[src/hdl/pcc_pkg.sv]
// Shared types and constants of the Pearson correlation core.
// Holds the controller command and status structs and the fixed result widths.
// Depends on nothing; every other file of the core but pcc_in_if refers to it by scoped names.
package pcc_pkg;

	// Result field widths, fixed by the output format.
	localparam int CORR_W      = 16;
	localparam int COUNT_OUT_W = 11;
	localparam logic [CORR_W-1:0] CORR_MAX = 16'h7FFF;

	// The ratio is taken as isqrt(floor(2^32 * c^2 / (vx * vy))), so the
	// quotient needs 33 bits and its square root 17 bits.
	localparam int RATIO_SHIFT = 32;
	localparam int QUO_W       = RATIO_SHIFT + 1;
	localparam int SQRT_IN_W   = QUO_W + 1;
	localparam int SQRT_STEPS  = QUO_W / 2 + 1;
	localparam int ROOT_W      = SQRT_STEPS;
	localparam int STEP_CNT_W  = 6;

	// Bits of the multiplier operand consumed per cycle.
	localparam int MUL_DIGIT_W = 8;

	// Product selector: picks the operand pair and the register written back.
	typedef enum logic [2:0] {
		MS_N_SXY,
		MS_SX_SY,
		MS_N_SXX,
		MS_SX_SX,
		MS_N_SYY,
		MS_SY_SY,
		MS_VX_VY,
		MS_C_C
	} mul_sel_t;

	typedef struct packed {
		logic     acc_en;
		logic     mul_start;
		logic     mul_wb;
		mul_sel_t mul_sel;
		logic     root_start;
		logic     out_load;
	} pcc_cmd_t;

	typedef struct packed {
		logic mul_done;
		logic root_done;
		logic degenerate;
	} pcc_status_t;

endpackage

[src/hdl/pcc_ctrl.sv]
// Controller of the Pearson correlation core: input handshake, finishing sequence, result valid.
// Commands pcc_datapath through pcc_pkg::pcc_cmd_t and reads pcc_pkg::pcc_status_t.
module pcc_ctrl (
	input  logic                 clk,
	input  logic                 arst_n,
	input  logic                 in_valid,
	input  logic                 in_last,
	output logic                 in_ready,
	output logic                 out_valid,
	input  logic                 out_ready,
	output pcc_pkg::pcc_cmd_t    cmd,
	input  pcc_pkg::pcc_status_t status
);
	typedef enum logic [2:0] {
		ST_ACCUM,
		ST_DRAIN,
		ST_MUL,
		ST_MUL_WAIT,
		ST_CHECK,
		ST_ROOT,
		ST_ROOT_WAIT,
		ST_OUT
	} state_t;

	state_t            state_q;
	pcc_pkg::mul_sel_t sel_q;
	logic              out_valid_q;
	logic              out_free;

	assign in_ready       = state_q == ST_ACCUM;
	assign out_free       = !out_valid_q || out_ready;
	assign out_valid      = out_valid_q;

	assign cmd.acc_en     = in_valid && in_ready;
	assign cmd.mul_start  = state_q == ST_MUL;
	assign cmd.mul_wb     = (state_q == ST_MUL_WAIT) && status.mul_done;
	assign cmd.mul_sel    = sel_q;
	assign cmd.root_start = state_q == ST_ROOT;
	assign cmd.out_load   = (state_q == ST_OUT) && out_free;

	always_ff @(posedge clk or negedge arst_n) begin
		if (!arst_n) begin
			state_q     <= ST_ACCUM;
			sel_q       <= pcc_pkg::MS_N_SXY;
			out_valid_q <= 1'b0;
		end else begin
			// A new result replaces the old one in the same cycle it is taken.
			if (cmd.out_load) begin
				out_valid_q <= 1'b1;
			end else if (out_ready) begin
				out_valid_q <= 1'b0;
			end
			case (state_q)
				ST_ACCUM: begin
					if (cmd.acc_en && in_last) begin
						state_q <= ST_DRAIN;
					end
				end
				ST_DRAIN: begin
					sel_q   <= pcc_pkg::MS_N_SXY;
					state_q <= ST_MUL;
				end
				ST_MUL: begin
					state_q <= ST_MUL_WAIT;
				end
				ST_MUL_WAIT: begin
					if (status.mul_done) begin
						case (sel_q)
							pcc_pkg::MS_N_SXY: begin
								sel_q   <= pcc_pkg::MS_SX_SY;
								state_q <= ST_MUL;
							end
							pcc_pkg::MS_SX_SY: begin
								sel_q   <= pcc_pkg::MS_N_SXX;
								state_q <= ST_MUL;
							end
							pcc_pkg::MS_N_SXX: begin
								sel_q   <= pcc_pkg::MS_SX_SX;
								state_q <= ST_MUL;
							end
							pcc_pkg::MS_SX_SX: begin
								sel_q   <= pcc_pkg::MS_N_SYY;
								state_q <= ST_MUL;
							end
							pcc_pkg::MS_N_SYY: begin
								sel_q   <= pcc_pkg::MS_SY_SY;
								state_q <= ST_MUL;
							end
							pcc_pkg::MS_SY_SY: begin
								state_q <= ST_CHECK;
							end
							pcc_pkg::MS_VX_VY: begin
								sel_q   <= pcc_pkg::MS_C_C;
								state_q <= ST_MUL;
							end
							pcc_pkg::MS_C_C: begin
								state_q <= ST_ROOT;
							end
							default: begin
								state_q <= ST_OUT;
							end
						endcase
					end
				end
				ST_CHECK: begin
					if (status.degenerate) begin
						state_q <= ST_OUT;
					end else begin
						sel_q   <= pcc_pkg::MS_VX_VY;
						state_q <= ST_MUL;
					end
				end
				ST_ROOT: begin
					state_q <= ST_ROOT_WAIT;
				end
				ST_ROOT_WAIT: begin
					if (status.root_done) begin
						state_q <= ST_OUT;
					end
				end
				ST_OUT: begin
					if (out_free) begin
						state_q <= ST_ACCUM;
					end
				end
				default: begin
					state_q <= ST_ACCUM;
				end
			endcase
		end
	end

endmodule

[config.mk]
export PLATFORM = sky130hd
export DESIGN_NAME = pcc_ctrl
export DESIGN_NICKNAME = d
export VERILOG_FILES = /design/src/hdl/pcc_pkg.sv /design/src/hdl/pcc_ctrl.sv
export SDC_FILE = /design/constraint.sdc
export NUM_CORES = 1
export LEC_CHECK = 0
export BUFFER_PORTS_ARGS = -buffer_cell sky130_fd_sc_hd__buf_4
export CORE_AREA = 2 2 39 41
export CTS_CLUSTER_DIAMETER = 60
export DETAILED_ROUTE_END_ITERATION = 8
export DIE_AREA = 0 0 41 43
export PLACE_DENSITY = 0.68
export SLEW_MARGIN = 20
export SYNTH_ARGS = -nofsm -noshare
export SYNTH_HDL_FRONTEND = slang
export SYNTH_SLANG_ARGS = --single-unit
[constraint.sdc]
create_clock -name clk -period 1.5 [get_ports clk]
set_input_delay 0.075 -clock clk [delete_from_list [all_inputs] [get_ports clk]]
set_output_delay 0.075 -clock clk [all_outputs]
set_load 0.02 [all_outputs]
==> flow_summary.yaml, run 1 <==
run_status:
  status: "completed"
logic_synthesis:
  synth_edf_count: 0
  synth_seq_cells: 7
  yosys-top-cells-count: "7 x dfrtp_1, 4 x nand2b_1"
  yosysTopAreaCellShare: 0.3097
  synth_ff_type: "dfrtp_1"
  synth_area_leader_cell: "dfrtp_1"
  async_reset_ff_frac: 1.000
  synth_nets: 66
  ys_warn_count: 0
  seq_area_frac_synth: 0.3097
  yosysMostFrequentCell: "dfrtp_1"
  netlist_area_um2: 565.5
  netlist_top_cells_area: "dfrtp_1 31%, mux2_1 6.0%, mux2i_1 5.3%"
  syn_area_per_cell_um2: 9.751
  syn_inst: 58
  synth.distinct_cells: 32
finish:
  antenna_cells: 0
  final.fill_count: 127
  fin_util: 0.5877
  final_cells: 103
  area_delta_synth_final_pct: 43.81
  nNetsFinal: 96
  fin_area_um2: 813.3
  drive_above_1_share: 0.4713
grt:
  grt.met2_usage: 0.2625
  grt_pass1_wl_um: 2001
  busiest_layer: "met2"
  grtUsageTotal: 0.1719
  met3_usage: 0.04712
  grt_use_met1: 0.2148
  antenna_found_initial: 0
  grt_overflow: 0
  grt_max_degree: 10
  grt_pass1_vias: 486
clocking:
  cts_max_level: 1
  cts_root_buffer: "clkbuf_4"
  clock_latency_ps: 250
  cts_buffers: 3
  cts_tree: "done"
  clock_sinks: 7
  clk_pin_slew_ps: 50
  ctsLongestPathBuffers: 2
die:
  start_util: 0.4087
  io_pins: 18
  die_area_um2: 1763
  dieHeight_um: 43
  core_area_um2: 1384
  dieWidth_um: 41
  fp-row-count: 14
critical_path:
  crit_slowest_cell: "dfrtp_2"
  crit_arrival_ps: 1560
  crit_fanout: 7
  cp-end-kind: "register"
  worstPathCellList: "nand2b_2 > a31o_1 > a21oi_2 > mux2_1"
  critPathMaxStageDelay_ps: 450
  crit_family: "flip-flops"
  cp.required_ps: 1630
  worstSetupPathType: "reg -> reg"
  worst-path-buf-inv: 0
  cp-start-kind: "register"
sta:
  drv_slew: 0
  slew_headroom: 0.8205
  min_period_over_period: 0.9580
  hold_viol: 0
  worst_pin_slew_ps: 269.2
  finClkSkew_ps: 3.781
  whs_ps: 124.7
  fin_ws_ps: 62.97
  fin_crit_ps: 1437
  max_freq_mhz: 695.9
  rsz0062_at_grt: "true"
  setup_viol: 0
route:
  wl_per_cell_um: 12.34
  drtIter0Drc: 10
  drc: 0
  vias: 524
  ant_nets: 0
  vias_per_cell: 5.087
  wirelength_um: 1271
  first_pass_iters: 4
worst_hold_path:
  hold_class: "in -> reg"
placement:
  post-place-ws_ps: 16.54
  place.gp.congestion: 0.7175
  place_area_um2: 745.7
  portBuffers: 17
  placed_cells: 95
  place_hpwl_um: 980.3
power_and_ir_drop:
  pwr_density_cell_nw_per_um2: 2229
  power_leakage_nw: 0.3970
  ir_worst_vdd_v: 0.001252
job:
  drv_cap: 0
## per-stage QoR
| stage | setup TNS [ps] | power [W] |
|---|---|---|
| 2_1_floorplan | 0 | 0.001211 |
| 3_3_place_gp | 0 | 0.001588 |
| 3_5_place_dp | 0 | 0.001591 |
| 4_1_cts | 0 | 0.001817 |
| 5_1_grt | -6.713 | 0.001947 |
| 6_report | 0 | 0.001813 |
## worst paths after layout
kind / end / cells past startpoint / slack, ps / start
worst max-delay path: sel_q[2]$_DFFE_PN0P_ / 4 / 60 / state_q[2]$_DFFE_PN0P_
worst min-delay path: out_valid$_DFFE_PN0P_ / 3 / 120 / out_ready
worst max register to register: sel_q[2]$_DFFE_PN0P_ / 4 / 60 / state_q[2]$_DFFE_PN0P_
worst min register to register: out_valid$_DFFE_PN0P_ / 2 / 540 / out_valid$_DFFE_PN0P_
max in group asynchronous: state_q[2]$_DFFE_PN0P_ / 2 / 1180 / arst_n
min in group asynchronous: out_valid$_DFFE_PN0P_ / 2 / 190 / arst_n
## worst min-delay path, cell delays in order
cell and delay [ps]:
buf_4 70, nand2b_1 120, nand2_1 60
## area by class of cell
| cell class | count | area [um2] | share of cell area |
|---|---|---|---|
| multi-input cells | 46 | 359.1 | 0.4415 |
| well taps | 16 | 20.02 | 0.02462 |
| inverters | 1 | 3.754 | 0.004615 |
| repair buffers | 29 | 225.2 | 0.2769 |
| flip-flops and latches | 7 | 178.9 | 0.2200 |
| clock buffers | 4 | 26.28 | 0.03231 |
## registers in the layout, indices dropped and copies added (netlist names)
register and flops:
state_q 3, sel_q 3, out_valid 1
## where the power goes
part / total (W) / internal, W / switching [W]
Sequential: 0.000410 / 0.000285 / 0.000125
Combinational: 0.00124 / 0.000670 / 0.000566
Clock: 0.000167 / 0.000101 / 0.0000662
## placed cells by master (no fill, tap or decap), types with 2 or more instances in the layout
cell type   n
o21ai_0     3
dfrtp_1     4
a21oi_1     2
nor2b_1     3
a31oi_1     2
dfrtp_2     3
nand3_1     2
nor2_1      3
mux2_1      3
buf_4      27
and2_1      2
nand2b_1    4
clkbuf_4    3
mux2i_1     3
a21oi_2     2
## timing repair
action / CTS / global route
hold buffers: 1 / 0
pin swaps: 0 / 1
endpoints found under the hold margin: 7 / 0
gates resized for setup: 1 / 2
setup buffers: 2 / 1
setup endpoints to repair: 1 / 6
## cells by family (layout without fill, tap and decap cells)
group	count (synthesis)	count (layout)	synth area share
simple gates	23	23	0.2765
compound gates	16	16	0.2168
mux	7	7	0.1327
flops	7	7	0.3097
buf+inv	5	34	0.06415
## layer usage
layer	share of wire	routed length [um]	vias up
met5	0	0	-
met1	0.44	553	244
li1	-	-	271
met3	0.024	31	2
met4	0.0063	8	0
met2	0.53	678	7
No activity file was read; power rests on OpenSTA's default activity.
==> run 2: changes to the inputs <==
==> constraint.sdc (replaced) <==
create_clock -name clk -period 1.5 [get_ports clk]
set_input_delay 0.15 -clock clk [delete_from_list [all_inputs] [get_ports clk]]
set_output_delay 0.15 -clock clk [all_outputs]
set_load 0.02 [all_outputs]
==> flow_summary.yaml, run 2 (same netlist as run 1, synthesis figures left out) <==
power_and_ir_drop:
  pwr_density_cell_nw_per_um2: 2185
  switching_share: 0.4188
  p_int_w: 0.001119
  power_leakage_nw: 0.4345
  p_switching_w: 0.0008061
  ir_worst_vdd_v: 0.001054
  clock_power_share: 0.086
  p_comb_frac: 0.709
  p_seq_frac: 0.205
route:
  vias: 550
  wl_per_cell_um: 12.39
  drtIter0Drc: 0
  vias_per_cell: 5.046
  first_pass_iters: 1
  drc: 0
  ant_nets: 0
  wirelength_um: 1351
grt:
  grt_overflow: 0
  grt_pass1_wl_um: 2249
  grt_use_met1: 0.2642
  grt_pass1_vias: 557
  antenna_found_initial: 0
  busiest_layer: "met2"
  grt_max_degree: 9
  grt.met2_usage: 0.2656
  grtUsageTotal: 0.1839
  met3_usage: 0.04712
finish:
  drive_above_1_share: 0.5484
  final_cell_mix: "30 x buf_4, 4 x nand2b_1, 4 x dfrtp_1, 4 x buf_6"
  layout_commonest_cell: "buf_4"
  antenna_cells: 0
  nNetsFinal: 102
  fin_util: 0.6365
  area_delta_synth_final_pct: 55.75
sta:
  slew_headroom: 0.8154
  rsz0062_at_grt: "true"
  fin_crit_ps: 1466
  setup_tns_ps: 0
  setup_viol: 0
  hold_viol: 0
  finClkSkew_ps: 1.909
  max_freq_mhz: 682.0
  worst_pin_slew_ps: 276.9
  drv_slew: 0
  min_period_over_period: 0.9776
critical_path:
  crit_fanout: 7
  worstPathCellList: "buf_6 > nor3_4 > and2_4 > buf_6"
  crit_arrival_ps: 1320
  cp-start-kind: "register"
  path_common_cell: "buf_6"
  crit_slowest_cell: "dfrtp_2"
  cp-end-kind: "primary output"
  worstSetupPathType: "reg -> out"
  cp.required_ps: 1350
  critPathMaxStageDelay_ps: 450
clocking:
  cts_tree: "done"
  clk_pin_slew_ps: 50
  ctsLongestPathBuffers: 2
  cts_buffers: 3
  cts_max_level: 1
  cts_root_buffer: "clkbuf_4"
  clock_sinks: 7
  clock_latency_ps: 240
die:
  io_pins: 18
  start_util: 0.4087
  core_area_um2: 1384
  fp-row-count: 14
  dieHeight_um: 43
  dieWidth_um: 41
  die_area_um2: 1763
worst_hold_path:
  hold_class: "in -> reg"
placement:
  place_hpwl_um: 1081
  place.gp.congestion: 0.7517
  portBuffers: 17
job:
  drv_cap: 0
run_status:
  status: "completed"
[run 2: per-layer routing]
layer	routed length, um	up-vias
met5	0	-
met4	0	0
met3	30	0
met2	712	8
met1	608	261
li1	-	281
[run 2: power groups by stage]
stage / registers (W) / logic, W / clock network [W]
final: 0.000394 / 0.00137 / 0.000165
after global routing: 0.000414 / 0.00147 / 0.000181
after floorplan: 0.000435 / 0.000792 / 0
after global placement: 0.000420 / 0.00124 / 0
after CTS: 0.000391 / 0.00134 / 0.000169
after detailed placement: 0.000425 / 0.00126 / 0
[run 2: final timing paths]
check | from | end | slack, ps | cells after the start
worst max-delay path | state_q[1]$_DFFE_PN0P_ | cmd[7] | 30 | 4
worst min-delay path | out_ready | out_valid$_DFFE_PN0P_ | 200 | 3
worst max register to register | state_q[1]$_DFFE_PN0P_ | sel_q[1]$_DFFE_PN0P_ | 60 | 4
worst min register to register | out_valid$_DFFE_PN0P_ | out_valid$_DFFE_PN0P_ | 520 | 2
max in group asynchronous | arst_n | state_q[2]$_DFFE_PN0P_ | 1120 | 2
min in group asynchronous | arst_n | state_q[0]$_DFFE_PN0P_ | 250 | 2
[run 2: critical path: cells and delay by family, from the launching register on]
family                 cells  cell delay [ps]
DFF                        1              450
and+or+nand+nor            2              380
buffers and inverters      2              250
[run 2: stage by stage]
stage	hold slack, ps	total power, W	instances	cell area, um2	setup WS (ps)
global route	221.5	0.002066	109	880.8	-16.18
finish	195.3	0.001925	109	880.8	33.65
global placement	-32.41	0.001664	101	797.0	58.16
detailed placement	-33.29	0.001686	101	797.0	37.83
CTS	198.4	0.001902	108	850.8	3.595
floorplan	-145.6	0.001227	58	576.8	70.22
[run 2: repair_timing]
action,CTS,global route
hold buffers,1,0
pin swaps,1,2
buffers inserted,2,1
endpoints found under the setup margin,4,6
resized for setup,2,8
endpoints found under the hold margin,7,0
[run 2: layout make-up]
class | count | area [um2]
clock buffers | 4 | 26.28
well taps | 16 | 20.02
multi-input cells | 46 | 371.6
inverters | 1 | 3.754
fillers | 124 | 503.0
repair buffers | 35 | 280.3
flip-flops and latches | 7 | 178.9
==> run 3: changes to the inputs <==
--- a/config.mk
+++ b/config.mk
@@ -5,12 +5,12 @@
 export SDC_FILE = /design/constraint.sdc
 export NUM_CORES = 1
 export LEC_CHECK = 0
+export ABC_AREA = 1
 export BUFFER_PORTS_ARGS = -buffer_cell sky130_fd_sc_hd__buf_4
-export CORE_AREA = 2 2 39 41
+export CORE_UTILIZATION = 45
 export CTS_CLUSTER_DIAMETER = 60
 export DETAILED_ROUTE_END_ITERATION = 8
-export DIE_AREA = 0 0 41 43
-export PLACE_DENSITY = 0.68
+export PLACE_DENSITY = 0.7
 export SLEW_MARGIN = 20
 export SYNTH_ARGS = -nofsm -noshare
 export SYNTH_HDL_FRONTEND = slang
==> flow_summary.yaml, run 3 <==
run_status:
  status: "completed"
route:
  first_pass_iters: 4
  ant_nets: 0
  vias_per_cell: 4.847
  wl_per_cell_um: 11.11
  drc: 0
  drtIter0Drc: 11
  wirelength_um: 1522
  vias: 664
critical_path:
  path_common_cell: "buf_4"
  cp.required_ps: 1350
  worstSetupPathType: "reg -> out"
  cp-end-kind: "primary output"
  crit_arrival_ps: 1270
  worstPathCellList: "buf_4 > nor2_8 > nand2_2 > nor2_1 > buf_4"
  critPathMaxStageDelay_ps: 430
  crit_fanout: 4
  crit_slowest_cell: "dfrtp_2"
  cp-start-kind: "register"
die:
  dieHeight_um: 40.43
  start_util: 0.4981
  die_area_um2: 1634
  core_area_um2: 1334
  fp-row-count: 13
  io_pins: 18
  dieWidth_um: 40.43
logic_synthesis:
  synth_area_leader_cell: "dfrtp_1"
  synth_seq_cells: 7
  synth_edf_count: 0
  yosysTopAreaCellShare: 0.2637
  synth.distinct_cells: 20
  netlist_top_cells_area: "dfrtp_1 26%, nand2_1 17%, nand3_1 7.5%"
  synth_nets: 106
  async_reset_ff_frac: 1.000
  synth_ff_type: "dfrtp_1"
  syn_inst: 98
  ys_warn_count: 0
  yosysMostFrequentCell: "nand2_1"
  seq_area_frac_synth: 0.2637
  syn_area_per_cell_um2: 6.779
  yosys-top-cells-count: "30 x nand2_1, 13 x inv_1, 10 x nand3_1"
  netlist_area_um2: 664.4
sta:
  hold_viol: 0
  slew_headroom: 0.7821
  finClkSkew_ps: 6.410
  rsz0062_at_grt: "false"
  min_period_over_period: 0.9499
  fin_crit_ps: 1425
  max_freq_mhz: 701.8
  setup_tns_ps: 0
  drv_slew: 0
  worst_pin_slew_ps: 326.9
  whs_ps: 168.2
  setup_viol: 0
grt:
  grt_use_met1: 0.2384
  grt_max_degree: 11
  grt_pass1_vias: 563
  grt_pass1_wl_um: 2290
  grt.met2_usage: 0.4008
  met3_usage: 0.08333
  grt_overflow: 0
  grtUsageTotal: 0.2210
  busiest_layer: "met2"
  antenna_found_initial: 0
placement:
  place.gp.congestion: 0.7840
  place_hpwl_um: 1164
  place_area_um2: 807.0
  portBuffers: 17
clocking:
  cts_tree: "done"
  cts_max_level: 1
  clock_latency_ps: 260
  clk_pin_slew_ps: 60
  ctsLongestPathBuffers: 2
  cts_root_buffer: "clkbuf_4"
  cts_buffers: 3
  clock_sinks: 7
power_and_ir_drop:
  power_leakage_nw: 0.5316
  pwr_density_cell_nw_per_um2: 1697
  ir_worst_vdd_v: 0.0007836
finish:
  multi_input_area_um2: 396.6
  seq_area_um2: 177.7
  antenna_cells: 0
  nNetsFinal: 131
  final.fill_count: 121
  final_cell_mix: "30 x nand2_1, 22 x buf_4, 13 x inv_1"
  drive_above_1_share: 0.3852
  area_delta_synth_final_pct: 28.44
  layout_commonest_cell: "nand2_1"
  fin_area_um2: 853.3
  fin_util: 0.6398
job:
  drv_cap: 0
worst_hold_path:
  hold_class: "in -> reg"
[run 3: cell count changes after synthesis, moves of 4 or more]
cell      previous run  this run
nand2_1              1        30
inv_1                1        13
nand3_1              2        10
nand2_2              0         7
nor2_1               3         9
nand2b_1             4         0
[run 3: report_power, final]
part,switching (W),internal (W),leakage [nW]
clock,0.0000763,0.000102,0.0150
combinational,0.000576,0.000386,0.428
sequential,0.0000632,0.000244,0.0886
[run 3: routing by layer]
metal / share of wire / vias to the layer above
li1: - / 349
met1: 0.42 / 296
met2: 0.53 / 17
met3: 0.041 / 2
met4: 0.0059 / 0
met5: 0 / -
[run 3: through the flow]
stage	worst slack (ps)	power, W	std cells
2_1_floorplan	335.5	0.0009950	98
3_3_place_gp	154.0	0.001234	131
3_5_place_dp	115.9	0.001240	131
4_1_cts	60.60	0.001455	137
5_1_grt	5.513	0.001560	137
6_report	75.16	0.001448	137
[run 3: critical path: cells and delay by family, from the launching register on]
family | cells | cell delay, ps
AND/OR/NAND/NOR | 3 | 300
flip-flops | 1 | 430
buffers and inverters | 2 | 300
[run 3: cells by family after synthesis]
group	after synthesis	synth area share
simple gates	68	0.5537
compound gates	5	0.04330
buf+inv	18	0.1394
flops	7	0.2637
[run 3: what timing repair did]
action                                 CTS  global route
hold buffers                             1             0
gates resized for setup                  2             0
endpoints found under the hold margin    7             0
setup endpoints to repair                5             0
setup buffers                            1             0
[run 3: final timing paths]
check,startpoint,to,slack (ps),cells past startpoint
worst min register to register,out_valid$_DFFE_PN0P_,out_valid$_DFFE_PN0P_,530,2
min in group asynchronous,arst_n,out_valid$_DFFE_PN0P_,240,2
max in group asynchronous,arst_n,state_q[2]$_DFFE_PN0P_,1120,2
worst max-delay path,state_q[1]$_DFFE_PN0P_,cmd[7],80,5
worst max register to register,state_q[1]$_DFFE_PN0P_,sel_q[0]$_DFFE_PN0P_,270,7
worst min-delay path,out_ready,out_valid$_DFFE_PN0P_,170,4
[run 3: area by class of cell]
class	instances	share of cell area
timing repair buffer	23	0.2053
sequential	7	0.2082
tap	15	0.02199
inverter	15	0.06891
multi-input combinational	73	0.4648
clock buffer	4	0.03079
